<file path="src/hdl/mnfa_pkg.sv">
// Shared types and constants for the multi-node frame assembler.
`timescale 1ns / 1ps

package mnfa_pkg;

   localparam int unsigned MAX_FRAME_ELEMS = 1048576;
   localparam int unsigned NUM_NODES       = 4;
   localparam int unsigned NODE_W          = 2;
   localparam int unsigned FILL_W          = 21;
   localparam int unsigned CSR_INDEX_W     = 2;
   localparam int unsigned CSR_DATA_W      = 21;

   localparam logic [FILL_W-1:0] MAX_FRAME_LIM = FILL_W'(MAX_FRAME_ELEMS);

   // Input opcodes.
   localparam logic OP_START  = 1'b0;
   localparam logic OP_PACKET = 1'b1;

   // Packet kinds; all other codes are unknown.
   localparam logic [2:0] KIND_IMAGE = 3'd0;
   localparam logic [2:0] KIND_HK    = 3'd1;
   localparam logic [2:0] KIND_EVENT = 3'd2;
   localparam logic [2:0] KIND_MASK  = 3'd3;

   // Result status codes.
   localparam logic [1:0] ST_INCOMPLETE = 2'd0;
   localparam logic [1:0] ST_COMPLETE   = 2'd1;
   localparam logic [1:0] ST_ERROR      = 2'd2;

   // Payload store actions.
   localparam logic [1:0] STORE_DISCARD = 2'd0;
   localparam logic [1:0] STORE_IMAGE   = 2'd1;
   localparam logic [1:0] STORE_HK      = 2'd2;

   // Configuration register indexes.
   localparam logic [CSR_INDEX_W-1:0] REG_NODE_ENABLE = 2'd0;
   localparam logic [CSR_INDEX_W-1:0] REG_FRAME_ELEMS = 2'd1;
   localparam logic [CSR_INDEX_W-1:0] REG_HK_MAX      = 2'd2;

   typedef struct packed {
      logic        opcode;
      logic [2:0]  packet_kind;
      logic [1:0]  sensor_side;
      logic [1:0]  ccd_select;
      logic        last_packet;
      logic [15:0] payload_bytes;
   } req_type;

   typedef struct packed {
      logic [1:0]  status;
      logic [1:0]  store_kind;
      logic [1:0]  dest_node;
      logic [19:0] dest_offset;
      logic [14:0] dest_count;
   } rsp_type;

endpackage

</file>
<file path="src/hdl/multi_node_frame_assembler.sv">
// Multi-node frame assembler: header tracking, node fill counters and result staging.
`timescale 1ns / 1ps

// Takes one packet header or frame start per clock unless results stall, and
// returns one result per transaction through the compute and result registers.
// The four per-node fill counters live in a small synchronous memory: the read
// is issued when a transaction is accepted, and the update is written back as
// the transaction leaves the compute stage. The most recent write is forwarded
// so that consecutive packets for the same node see the current count. A frame
// start clears the counters at once through per-entry valid bits. The result
// register is separate from the compute stage, so a new transaction is taken
// while a finished result still waits on rsp_ready. Configuration writes are
// taken in any cycle and should only be issued while the block is idle.

module multi_node_frame_assembler (
   input  logic                                 clock,
   input  logic                                 reset,
   input  logic                                 req_valid,
   output logic                                 req_ready,
   input  mnfa_pkg::req_type                    req_data,
   output logic                                 rsp_valid,
   input  logic                                 rsp_ready,
   output mnfa_pkg::rsp_type                    rsp_data,
   input  logic                                 csr_valid,
   output logic                                 csr_ready,
   input  logic [mnfa_pkg::CSR_INDEX_W-1:0]     csr_index,
   input  logic [mnfa_pkg::CSR_DATA_W-1:0]      csr_data
);
   import mnfa_pkg::*;

   // Configuration registers.
   logic [NUM_NODES-1:0] node_enable_ff;
   logic [FILL_W-1:0]    frame_elems_ff;
   logic [15:0]          hk_max_ff;

   // Frame state.
   logic [NUM_NODES-1:0] pending_ff, pending_in;
   logic [FILL_W-1:0]    fill_mem_ff [NUM_NODES];
   logic [NUM_NODES-1:0] fill_vld_ff;
   logic [FILL_W-1:0]    rd_data_ff;

   // Forwarding of the last counter write.
   logic                 wr_valid_ff;
   logic [NODE_W-1:0]    wr_node_ff;
   logic [FILL_W-1:0]    wr_data_ff;

   // Compute stage and result register.
   logic                 s1_valid_ff;
   req_type              s1_req_ff;
   logic                 rsp_valid_ff;
   rsp_type              rsp_ff, rsp_in;

   logic                 req_fire, s1_fire;
   logic [NODE_W-1:0]    req_node, s1_node;
   logic                 s1_has_node;
   logic [14:0]          s1_elems;
   logic [FILL_W-1:0]    limit, fill_cur, fill_new;
   logic [FILL_W:0]      fill_sum;
   logic                 fits, fill_we, err;

   assign csr_ready = 1'b1;
   assign s1_fire   = s1_valid_ff && (!rsp_valid_ff || rsp_ready);
   assign req_ready = !s1_valid_ff || s1_fire;
   assign req_fire  = req_valid && req_ready;
   assign rsp_valid = rsp_valid_ff;
   assign rsp_data  = rsp_ff;

   assign req_node    = {req_data.ccd_select[0], req_data.sensor_side[0]};
   assign s1_node     = {s1_req_ff.ccd_select[0], s1_req_ff.sensor_side[0]};
   assign s1_has_node = !s1_req_ff.sensor_side[1] && !s1_req_ff.ccd_select[1];
   assign s1_elems    = s1_req_ff.payload_bytes[15:1];

   assign limit = (frame_elems_ff < MAX_FRAME_LIM) ? frame_elems_ff : MAX_FRAME_LIM;

   // The memory read missed a write made at the same edge, so the last write wins.
   always_comb begin
      if (wr_valid_ff && (wr_node_ff == s1_node)) begin
         fill_cur = wr_data_ff;
      end else if (fill_vld_ff[s1_node]) begin
         fill_cur = rd_data_ff;
      end else begin
         fill_cur = '0;
      end
   end

   assign fill_sum = {1'b0, fill_cur} + (FILL_W+1)'(s1_elems);
   assign fits     = fill_sum <= {1'b0, limit};
   assign fill_new = fill_sum[FILL_W-1:0];

   always_comb begin
      rsp_in     = '0;
      pending_in = pending_ff;
      fill_we    = 1'b0;
      err        = 1'b0;
      if (s1_req_ff.opcode == OP_START) begin
         pending_in    = node_enable_ff;
         rsp_in.status = (node_enable_ff == '0) ? ST_COMPLETE : ST_INCOMPLETE;
      end else begin
         case (s1_req_ff.packet_kind)
            KIND_IMAGE: begin
               if (s1_has_node) begin
                  if (!node_enable_ff[s1_node] || !fits) begin
                     err = 1'b1;
                  end else begin
                     fill_we            = 1'b1;
                     rsp_in.store_kind  = STORE_IMAGE;
                     rsp_in.dest_node   = s1_node;
                     rsp_in.dest_offset = fill_cur[19:0];
                     rsp_in.dest_count  = s1_elems;
                  end
               end
            end
            KIND_HK: begin
               if (s1_req_ff.payload_bytes <= hk_max_ff) begin
                  rsp_in.store_kind = STORE_HK;
                  rsp_in.dest_count = s1_elems;
               end else begin
                  err = 1'b1;
               end
            end
            KIND_EVENT, KIND_MASK: begin
            end
            default: begin
               err = 1'b1;
            end
         endcase
         if (err) begin
            rsp_in        = '0;
            rsp_in.status = ST_ERROR;
            fill_we       = 1'b0;
         end else begin
            if (s1_req_ff.last_packet && s1_has_node) begin
               pending_in[s1_node] = 1'b0;
            end
            rsp_in.status = (pending_in == '0) ? ST_COMPLETE : ST_INCOMPLETE;
         end
      end
   end

   // Configuration registers.
   always_ff @(posedge clock) begin
      if (reset) begin
         node_enable_ff <= '1;
         frame_elems_ff <= FILL_W'(MAX_FRAME_ELEMS);
         hk_max_ff      <= 16'd64;
      end else if (csr_valid && csr_ready) begin
         case (csr_index)
            REG_NODE_ENABLE: node_enable_ff <= csr_data[NUM_NODES-1:0];
            REG_FRAME_ELEMS: frame_elems_ff <= csr_data[FILL_W-1:0];
            REG_HK_MAX:      hk_max_ff      <= csr_data[15:0];
            default: begin
            end
         endcase
      end
   end

   // Fill counter memory.
   always_ff @(posedge clock) begin
      if (req_fire) begin
         rd_data_ff <= fill_mem_ff[req_node];
      end
      if (s1_fire && fill_we) begin
         fill_mem_ff[s1_node] <= fill_new;
      end
   end

   // Control state.
   always_ff @(posedge clock) begin
      if (reset) begin
         s1_valid_ff  <= 1'b0;
         rsp_valid_ff <= 1'b0;
         pending_ff   <= '1;
         fill_vld_ff  <= '0;
         wr_valid_ff  <= 1'b0;
      end else begin
         if (req_fire) begin
            s1_valid_ff <= 1'b1;
         end else if (s1_fire) begin
            s1_valid_ff <= 1'b0;
         end
         if (s1_fire) begin
            rsp_valid_ff <= 1'b1;
         end else if (rsp_ready) begin
            rsp_valid_ff <= 1'b0;
         end
         if (s1_fire) begin
            pending_ff  <= pending_in;
            wr_valid_ff <= fill_we;
            if (s1_req_ff.opcode == OP_START) begin
               fill_vld_ff <= '0;
            end else if (fill_we) begin
               fill_vld_ff[s1_node] <= 1'b1;
            end
         end
      end
   end

   // Payload registers.
   always_ff @(posedge clock) begin
      if (req_fire) begin
         s1_req_ff <= req_data;
      end
      if (s1_fire) begin
         rsp_ff     <= rsp_in;
         wr_node_ff <= s1_node;
         wr_data_ff <= fill_new;
      end
   end

   // A stored image packet never reaches past the frame limit.
   a_image_in_frame: assert property (@(posedge clock) disable iff (reset)
      (rsp_valid_ff && (rsp_ff.store_kind == STORE_IMAGE)) |->
      (({2'b0, rsp_ff.dest_offset} + 22'(rsp_ff.dest_count)) <= {1'b0, limit}))
      else $error("image packet exceeds frame limit");

   // Errors carry no store action.
   a_error_discards: assert property (@(posedge clock) disable iff (reset)
      (rsp_valid_ff && (rsp_ff.status == ST_ERROR)) |->
      (rsp_ff.store_kind == STORE_DISCARD))
      else $error("error result with a store action");

   // A frame start leaves every fill counter cleared.
   a_start_clears: assert property (@(posedge clock) disable iff (reset)
      (s1_fire && (s1_req_ff.opcode == OP_START)) |=>
      ((fill_vld_ff == '0) && !wr_valid_ff))
      else $error("fill counters not cleared by frame start");

   // The forwarded write always belongs to a valid counter entry.
   a_forward_valid: assert property (@(posedge clock) disable iff (reset)
      wr_valid_ff |-> fill_vld_ff[wr_node_ff])
      else $error("forwarded write to an invalid counter entry");

   // The compute stage only takes a new transaction when its current one leaves.
   a_no_overwrite: assert property (@(posedge clock) disable iff (reset)
      (s1_valid_ff && !s1_fire) |-> !req_ready)
      else $error("compute stage overwritten while stalled");

endmodule

</file>
<file path="config.mk">
export PLATFORM = sky130hd
export DESIGN_NAME = multi_node_frame_assembler
export DESIGN_NICKNAME = d
export VERILOG_FILES = /design/src/hdl/mnfa_pkg.sv /design/src/hdl/multi_node_frame_assembler.sv
export SDC_FILE = /design/constraint.sdc
export NUM_CORES = 1
export LEC_CHECK = 0
export ABC_AREA = 1
export BUFFER_PORTS_ARGS = -buffer_cell sky130_fd_sc_hd__buf_4
export CAP_MARGIN = 20
export CORE_UTILIZATION = 51
export CTS_CLUSTER_DIAMETER = 120
export CTS_CLUSTER_SIZE = 12
export DETAILED_ROUTE_END_ITERATION = 10
export GPL_TIMING_DRIVEN = 0
export HOLD_SLACK_MARGIN = 0.12
export PLACE_DENSITY = 0.8
export SLEW_MARGIN = 25
export SYNTH_ARGS = -nofsm -noshare
export SYNTH_HDL_FRONTEND = slang
export SYNTH_SLANG_ARGS = --single-unit
export TNS_END_PERCENT = 20
</file>
<file path="constraint.sdc">
create_clock -name clock -period 15.83 [get_ports clock]
set_input_delay 3.166 -clock clock [delete_from_list [all_inputs] [get_ports clock]]
set_output_delay 3.166 -clock clock [all_outputs]
set_load 0.01 [all_outputs]
</file>
# Word level (Yosys, flattened, before mapping)
# Memories as Yosys holds them, arrays and structs flattened. A register that Yosys moved wholly into a read port is not among the register bits.
# Index checks and enable logic that the tools add are counted.
dict set report word_totals {
  reg_bits 141
  mem_bits_rw 84
  inputBits 53
  output_inout_bits 44
  wordCells 114
  n_memories 1
}
dict set report classes {
  add_sub_neg 1
  magnitude_cmp 5
  eq_ne 8
  muxes 42
  n_bitwise 6
  n_reduce_logical 30
}
# name words word_bits rd rd_clocked_by_memory_dff write_ports line_no
set memory_table {}
lappend memory_table {fill_mem_ff 4 21 1 1 1 multi_node_frame_assembler.sv:38} ;# logic [FILL_W-1:0] fill_mem_ff [NUM_NODES];
# cell count
set ops {}
lappend ops {{38-bit 2-to-1 mux} 2}
lappend ops {{21-bit 2-to-1 mux} 3}
lappend ops {{15-bit case mux with 2 select lines} 1}
lappend ops {{4-bit 2-to-1 mux} 7}
lappend ops {{21-bit by 15-bit adder with 22-bit output} 1}
lappend ops {{22-bit by 21-bit <= comparator with 1-bit output} 1}
lappend ops {{21-bit < comparator, second input constant} 1}
lappend ops {{1-bit 2-to-1 mux} 20}
lappend ops {{16-bit <= comparator} 1}
lappend ops {{15-bit 2-to-1 mux} 1}
lappend ops {{2-bit AND reduction} 5}
lappend ops {{4-bit logical NOT} 2}
lappend ops {{1-bit logical AND} 7}
lappend ops {{3-bit by 2-bit equality test with 1-bit output, second input constant} 2}
lappend ops {{1-bit logical NOT} 6}
lappend ops {{2-bit 2-to-1 mux} 3}
lappend ops {{5-bit OR reduction} 1}
lappend ops {{4-bit AND} 1}
lappend ops {{1-bit binary-select mux with 2-bit select} 2}
lappend ops {{4-bit inverter} 1}
lappend ops {{4-bit OR} 1}
lappend ops {{2-bit case mux with 2 select lines} 1}
lappend ops {{2-bit nonzero test} 2}
lappend ops {{2-bit OR reduction} 2}
lappend ops {{14 further kinds} 18}

# Logic depth before layout (Yosys ltp)
# Gate-level depths: netlist (run 1).
dict set report logic_depth {
  word_depth 18
  mapped_depth 39
  depth_no_buf 37
}

# Worst setup path after synthesis (run 1)
# OpenSTA, ideal clock, no wires.
dict set report synth_path {
  path_kind {input to output}
  from {input rsp_ready}
  to {output req_ready}
  arrival_ns 3.350
  required_ns 12.664
  path_slack_ns 9.314
  stages 2
  cell_sequence {inv_1 > nand3_1}
}
dict set report synth_via {
  elab_chain_len 3
}
# element line_no
set synth_lines {}
lappend synth_lines {{start: declaration} multi_node_frame_assembler.sv:22} ;# input logic rsp_ready,
lappend synth_lines {{1-bit logical OR} multi_node_frame_assembler.sv:62} ;# assign s1_fire = s1_valid_ff && (!rsp_valid_ff || rsp_ready);
lappend synth_lines {{1-bit logical AND} multi_node_frame_assembler.sv:62}
lappend synth_lines {{1-bit logical OR} multi_node_frame_assembler.sv:63} ;# assign req_ready = !s1_valid_ff || s1_fire;
lappend synth_lines {{end: declaration} multi_node_frame_assembler.sv:19} ;# output logic req_ready,
# Every way passes these cells.

# Final worst setup path (run 1)
dict set report layout_path {
  from {register s1_req_ff, in the netlist s1_node[1]}
  to {memory fill_mem_ff[1][4], enable pin}
}
dict set report layout_via {
  elab_chain_len 17
}
# element line_no
set layout_lines {}
lappend layout_lines {{start: declaration} multi_node_frame_assembler.sv:49} ;# req_type s1_req_ff;
lappend layout_lines {{start signal: assignment} multi_node_frame_assembler.sv:201} ;# s1_req_ff <= req_data;
lappend layout_lines {{1-bit binary-select mux with 2-bit select} multi_node_frame_assembler.sv:79} ;# end else if (fill_vld_ff[s1_node]) begin
lappend layout_lines {{1-bit 2-to-1 mux (implied by the code)} multi_node_frame_assembler.sv:79}
lappend layout_lines {{21-bit 2-to-1 mux} multi_node_frame_assembler.sv:79}
lappend layout_lines {{21-bit 2-to-1 mux *} multi_node_frame_assembler.sv:77} ;# if (wr_valid_ff && (wr_node_ff == s1_node)) begin
lappend layout_lines {{via fill_cur[0]} multi_node_frame_assembler.sv:57} ;# logic [FILL_W-1:0] limit, fill_cur, fill_new;
lappend layout_lines {{21-bit by 15-bit adder with 22-bit output *} multi_node_frame_assembler.sv:86} ;# assign fill_sum = {1'b0, fill_cur} + (FILL_W+1)'(s1_elems);
lappend layout_lines {{via fill_sum[18]} multi_node_frame_assembler.sv:58} ;# logic [FILL_W:0] fill_sum;
lappend layout_lines {{22-bit by 21-bit <= comparator with 1-bit output *} multi_node_frame_assembler.sv:87} ;# assign fits = fill_sum <= {1'b0, limit};
lappend layout_lines {{[... 3 more ...]} -}
lappend layout_lines {{1-bit 2-to-1 mux} multi_node_frame_assembler.sv:101} ;# if (s1_has_node) begin
lappend layout_lines {{1-bit case mux with 3 select lines} multi_node_frame_assembler.sv:99} ;# case (s1_req_ff.packet_kind)
lappend layout_lines {{1-bit 2-to-1 mux} multi_node_frame_assembler.sv:95} ;# if (s1_req_ff.opcode == OP_START) begin
lappend layout_lines {{1-bit 2-to-1 mux *} multi_node_frame_assembler.sv:127} ;# if (err) begin
lappend layout_lines {{1-bit 2-to-1 mux *} multi_node_frame_assembler.sv:95}
lappend layout_lines {{1-bit logical AND *} multi_node_frame_assembler.sv:162} ;# if (s1_fire && fill_we) begin
lappend layout_lines {{1-bit 2-to-1 mux *} multi_node_frame_assembler.sv:162}
lappend layout_lines {{1-bit 2-to-1 mux (implied by the code) *} multi_node_frame_assembler.sv:163} ;# fill_mem_ff[s1_node] <= fill_new;
lappend layout_lines {{end: declaration} multi_node_frame_assembler.sv:38}
# The timed path passes the listed nets; every way through them passes the cells marked *. The select of a mux whose other input is x is not followed.

==> results.py, run 1 <==
metrics = {
    "cts": {
        "clockBufferDepth": 3,
        "cts_resized": 0,
        "clock_latency_ps": 520,
        "cts_setup_buffers": 0,
        "cts_made_buffers": 24,
        "ctsHtreeMaxLevel": 1,
        "cts_hold_buf": 0,
        "cts-root-buf": "clkbuf_16",
        "cts_sinks": 246,
        "cts_tree": "built",
        "path_clk_slew_ps": 60,
    },
    "routing": {
        "antenna_left": 0,
        "vias": 8100,
        "drt_pass1_iterations": 5,
        "drcViolationCount": 0,
        "drt_iter0_markers": 697,
        "wire_per_inst_um": 17.6,
        "vias_per_cell": 5.50,
        "drt_wl_total_um": 25900,
    },
    "worst_setup_path": {
        "critPathLaunchType": "flip-flop",
        "worstPathArrival_ps": 7020,
        "cp_max_fo": 21,
        "critPathSlowestCell": "nor2_4",
        "crit_path_end_kind": "flip-flop",
        "cpMostUsedCell": "nand2_1",
        "worstSetupPathType": "reg2reg",
        "critPathRequiredTime_ps": 15970,
        "slowest_delay_ps": 720,
    },
    "floorplanning": {
        "die_y_um": 149,
        "die_w_um": 149,
        "pin_count": 97,
        "dieArea_um2": 22100,
        "fp-row-count": 53,
        "initial_core_util_pct": 52.1,
        "core-area_um2": 21000,
    },
    "cells_and_area": {
        "area_growth_syn_to_layout_pct": 16.9,
        "multiInputGateArea_um2": 3560,
        "final_util_pct": 60.9,
        "nets": 1286,
        "drive_gt1_share_pct": 12.4,
        "final_common_cell": "edfxtp_1",
        "layout_common_cells": "194 x edfxtp_1, 179 x nand2_1, 139 x nor2_1",
        "n_antenna_cell": 0,
        "final-seq-area_um2": 6870,
        "num-fill-cells": 1673,
    },
    "flow_run": {
        "max_cap_viol_count": 0,
    },
    "logic_synthesis": {
        "synth-seq-cells": 246,
        "avgSynthCellArea_um2": 10.4,
        "syn_inst": 1055,
        "syn_nets": 1162,
        "ys_warn_count": 0,
        "yosysSeqAreaShare_pct": 62.6,
        "netlist_area_um2": 11000,
        "synth_cell_types": 40,
    },
    "placement": {
        "dp_slack_ps": 9070,
        "hpwl_um": 18500,
        "io_buffers": 95,
        "place_congestion": 0.878,
    },
    "sta": {
        "setup_violations": 0,
        "fin_skew_ps": 17.1,
        "setup_slack_ps": 8950,
        "min_period_ps": 6880,
        "relSlewSlack_pct": 50.0,
        "rsz0062_at_grt": "false",
        "tns_ps": 0,
        "fmaxAchievable_mhz": 145,
        "worstMarginPinSlew_ps": 745,
        "hold_viol_final": 0,
        "slew_viol_final": 0,
        "fin_crit_sh_pct": 43.5,
    },
    "global_routing": {
        "grt_antenna_before_repair": 0,
        "gr-usage-met3_pct": 4.29,
        "grtUsageMet1_pct": 31.9,
        "grt_pass1_vias": 7806,
        "gr-usage-met2_pct": 38.6,
        "grt_max_degree": 47,
        "grt_pass1_wl_um": 40300,
        "grt_use_total_pct": 23.8,
        "top_usage_layer": "met2",
        "grt_overflow": 0,
    },
    "power_and_ir_drop": {
        "power.density_nw_per_um2": 107,
        "p_leak_nw": 5.21,
        "vdd_ir_drop_max_mv": 0.0756,
    },
    "status": {
        "status": "complete, no violations",
    },
    "hold_path": {
        "hp-class": "reg2reg",
    },
}
## metal layers
layer / vias to the layer above / share of wire, %
met5: - / 0
met3: 56 / 7.4
met4: 0 / 3.3
met1: 3850 / 42
li1: 3868 / -
met2: 326 / 48
## synthesized netlist by cell type, drive strengths merged
library cell,count,area share (%)
nand2,185,6.5
clkbuf,32,1.1
a21boi,1,0.069
or2,1,0.080
nand3,49,2.4
nor3,6,0.27
o21bai,3,0.21
o211ai,5,0.34
nor4,1,0.057
a21oi,56,2.6
conb,1,0.034
o22ai,21,1.2
a31oi,2,0.11
fa,1,0.18
nor2,144,5.0
a22oi,1,0.069
buf,8,0.55
o21ai,109,5.0
xnor2,3,0.24
dfxtp,52,9.5
inv,101,3.5
o2111ai,1,0.080
nand4,4,0.37
a41oi,1,0.080
o21a,3,0.21
ha,53,6.0
edfxtp,194,53
xor2,14,1.1
and3,2,0.11
clkinv,1,0.034
## flip-flops by register name, summed over array words and instances (netlist names)
signal / count
hk_max_ff: 16
wr_node_ff: 2
s1_req_ff: 8
s1_node: 2
rd_data_ff: 21
wr_valid_ff: 1
s1_elems: 15
rsp_valid: 1
wr_data_ff: 21
s1_valid_ff: 1
rsp_data: 41
fill_mem_ff: 84
pending_ff: 4
frame_elems_ff: 21
fill_vld_ff: 4
node_enable_ff: 4
## area by class of cell
| class | instances | share of cell area [%] |
|---|---|---|
| repair buffers | 98 | 6.00 |
| clock inverters | 1 | 0.0684 |
| clock buffers | 43 | 5.41 |
| plain buffers | 40 | 1.44 |
| well taps | 275 | 2.69 |
| multi-input cells | 667 | 27.8 |
| inverters | 102 | 3.01 |
| flip-flops and latches | 246 | 53.6 |
## power by group
| part | leakage, nW | total [mW] | switching (mW) | internal, mW |
|---|---|---|---|---|
| clock network | 0.333 | 0.525 | 0.231 | 0.295 |
| logic | 2.62 | 0.109 | 0.0695 | 0.0394 |
| registers | 2.25 | 0.731 | 0.0108 | 0.720 |
| total | 5.21 | 1.37 | 0.311 | 1.05 |
## per-stage QoR
stage / power, mW / instances / area, µm² / hold WS (ps)
after global routing: 1.41 / 1472 / 12800 / 468
after CTS: 1.37 / 1472 / 12800 / 450
after floorplan: 0.807 / 1055 / 11000 / 423
after detailed placement: 0.851 / 1428 / 12100 / 441
after global placement: 0.847 / 1425 / 12000 / 442
final: 1.37 / 1472 / 12800 / 451
## critical path: cells and delay by family (launching register included)
family | cells | cell delay [ps]
AOI/OAI and AO/OA | 5 | 1150
buffers and inverters | 5 | 650
DFF | 1 | 490
adders and majority gates | 3 | 990
and+or+nand+nor | 20 | 3160
## cells by family after synthesis
family / count (synthesis) / synth area share, %
and+or+nand+nor: 392 / 14.7
xor gates and xnor gates: 17 / 1.36
AOI/OAI and AO/OA: 203 / 9.93
adders and majority gates: 54 / 6.23
other: 1 / 0.0342
DFF: 246 / 62.6
buffers and inverters: 142 / 5.14
## final timing paths
path	slack [ps]	from	endpoint	cells after the start
worst min-delay path	450	fill_vld_ff[0]	fill_vld_ff[0]	2
worst max register to register	8950	s1_node[1]	fill_mem_ff[1][4]	33
worst max-delay path	8950	s1_node[1]	fill_mem_ff[1][4]	33
worst min register to register	450	fill_vld_ff[0]	fill_vld_ff[0]	2
Note: power is estimated with default switching activity, not from simulation.
==> run 2, diff against run 1 <==
==> constraint.sdc (replaced) <==
create_clock -name clock -period 6.4 [get_ports clock]
set_input_delay 1.28 -clock clock [delete_from_list [all_inputs] [get_ports clock]]
set_output_delay 1.28 -clock clock [all_outputs]
set_load 0.01 [all_outputs]
==> run 2 against run 1 <==
Design area is 1.2% higher. Count of clock-buffer cells in the layout did not move. Register-to-register slack worse by 8600 ps. Fmax is 14% higher. Via count up 0.85%. Worst hold slack improved by 2.3 ps. Largest power group unchanged.
==> results.py, run 2 (synthesis results as in run 1) <==
metrics = {
    "power_and_ir_drop": {
        "switchingPower_mw": 0.776,
        "p_seq_share_pct": 53.4,
        "vdd_ir_drop_max_mv": 0.186,
        "p_leak_nw": 5.25,
        "clkPwrFrac_pct": 38.5,
        "switching_share_pct": 22.9,
        "combPwrFrac_pct": 8.1,
        "internal_power_mw": 2.61,
        "power.density_nw_per_um2": 261,
    },
    "worst_setup_path": {
        "cpMostUsedCell": "nand2_1",
        "slowest_delay_ps": 520,
        "cp_top_family": "simple AND/OR/NAND/NOR gates",
        "cp_num_buf_inv": 6,
        "critPathRequiredTime_ps": 6610,
        "worstSetupPathType": "reg2reg",
        "worstPathArrival_ps": 6250,
        "cp_max_fo": 11,
        "critPathSlowestCell": "edfxtp_1",
        "critPathLaunchType": "flip-flop",
        "crit_path_end_kind": "flip-flop",
    },
    "routing": {
        "wire_per_inst_um": 18.1,
        "vias": 8169,
        "vias_per_cell": 5.53,
        "drcViolationCount": 0,
        "antenna_left": 0,
        "drt_wl_total_um": 26700,
        "drt_pass1_iterations": 5,
        "drt_iter0_markers": 707,
    },
    "cells_and_area": {
        "area_growth_syn_to_layout_pct": 18.3,
        "layout_common_cells": "194 x edfxtp_1, 178 x nand2_1, 138 x nor2_1",
        "largest_register_ffs": 84,
        "drive_gt1_share_pct": 13.9,
        "top_register": "fill_mem_ff",
        "final-seq-area_um2": 6870,
        "final_common_cell": "edfxtp_1",
        "multiInputGateArea_um2": 3640,
        "n_antenna_cell": 0,
        "nets": 1292,
        "num-fill-cells": 1639,
    },
    "floorplanning": {
        "die_w_um": 149,
        "die_y_um": 149,
        "pin_count": 97,
        "core-area_um2": 21000,
        "fp-row-count": 53,
        "dieArea_um2": 22100,
        "initial_core_util_pct": 52.1,
    },
    "sta": {
        "hold_viol_final": 0,
        "slew_viol_final": 0,
        "worstMarginPinSlew_ps": 726,
        "tns_ps": 0,
        "relSlewSlack_pct": 51.2,
        "min_period_ps": 6040,
        "setup_violations": 0,
        "setup_slack_ps": 365,
        "fin_crit_sh_pct": 94.3,
        "fmaxAchievable_mhz": 166,
        "fin_skew_ps": 15.6,
    },
    "global_routing": {
        "top_usage_layer": "met2",
        "grt_overflow": 0,
        "grt_pass1_vias": 7842,
        "grt_pass1_wl_um": 41200,
        "gr-usage-met3_pct": 4.66,
        "gr-usage-met2_pct": 39.5,
        "grt_max_degree": 47,
        "grt_antenna_before_repair": 0,
        "grtUsageMet1_pct": 32.7,
        "grt_use_total_pct": 24.4,
    },
    "cts": {
        "cts-root-buf": "clkbuf_16",
        "cts_tree": "built",
        "ctsHtreeMaxLevel": 1,
        "cts_sinks": 246,
        "clockBufferDepth": 3,
        "cts_made_buffers": 24,
        "cts_hold_buf": 0,
        "clock_latency_ps": 520,
        "path_clk_slew_ps": 60,
    },
    "flow_run": {
        "max_cap_viol_count": 0,
    },
    "placement": {
        "io_buffers": 95,
        "place_congestion": 0.878,
        "dp_slack_ps": -345,
        "hpwl_um": 18500,
    },
    "status": {
        "status": "complete, no violations",
    },
    "hold_path": {
        "hp-class": "reg2reg",
    },
}
==> run 2: layer usage <==
layer / part of all wire [%] / up-vias
li1: - / 3880
met5: 0 / -
met4: 3.5 / 0
met3: 7.9 / 63
met1: 41 / 3876
met2: 47 / 350
==> run 2: cell type report <==
class                   instances  share of cell area (%)
repair buffers                103                    6.50
clock buffers                  43                    5.34
plain buffers                  39                    1.42
flip-flops and latches        246                    52.9
multi-input cells             669                    28.1
well taps                     275                    2.65
clock inverters                 1                  0.0675
inverters                     102                    2.97
==> run 2: repair_timing <==
| action | CTS | global route |
|---|---|---|
| gates resized for setup | 5 | 17 |
| pin swaps | 3 | 3 |
| gates cloned | 2 | 0 |
| setup buffers | 3 | 2 |
| setup endpoints to repair | 85 | 128 |
==> run 2: worst paths after layout <==
check | from | to | slack [ps] | depth (start not counted)
worst max register to register | s1_node[0] | fill_mem_ff[0][5] | 360 | 31
worst max-delay path | s1_node[0] | fill_mem_ff[0][5] | 360 | 31
worst min-delay path | fill_vld_ff[0] | fill_vld_ff[0] | 450 | 2
worst min register to register | fill_vld_ff[0] | fill_vld_ff[0] | 450 | 2
==> run 2: metrics by stage <==
| stage | utilization (%) | cells | hold slack [ps] | power [mW] | area (µm²) |
|---|---|---|---|---|---|
| finish | 61.7 | 1478 | 453 | 3.39 | 13000 |
| CTS | 61.4 | 1477 | 450 | 3.39 | 12900 |
| global route | 61.7 | 1478 | 468 | 3.49 | 13000 |
| floorplan | - | 1055 | 423 | 2.00 | 11000 |
| detailed placement | 57.6 | 1428 | 441 | 2.11 | 12100 |
| global placement | 57.2 | 1425 | 442 | 2.09 | 12000 |
==> run 2: power by group through the flow <==
stage               clock network [mW]  logic [mW]  registers [mW]
detailed placement                   0       0.265            1.84
finish                            1.30       0.275            1.81
CTS                               1.31       0.269            1.81
global placement                     0       0.251            1.84
global route                      1.37       0.306            1.81
floorplan                            0       0.158            1.84
==> run 2: worst min-delay path: cells and delay by family, from the launching register on <==
kind / cells / cell delay [ps]
buffers and inverters: 1 / 50
AO/OA/AOI/OAI: 1 / 50
flip-flops: 1 / 310
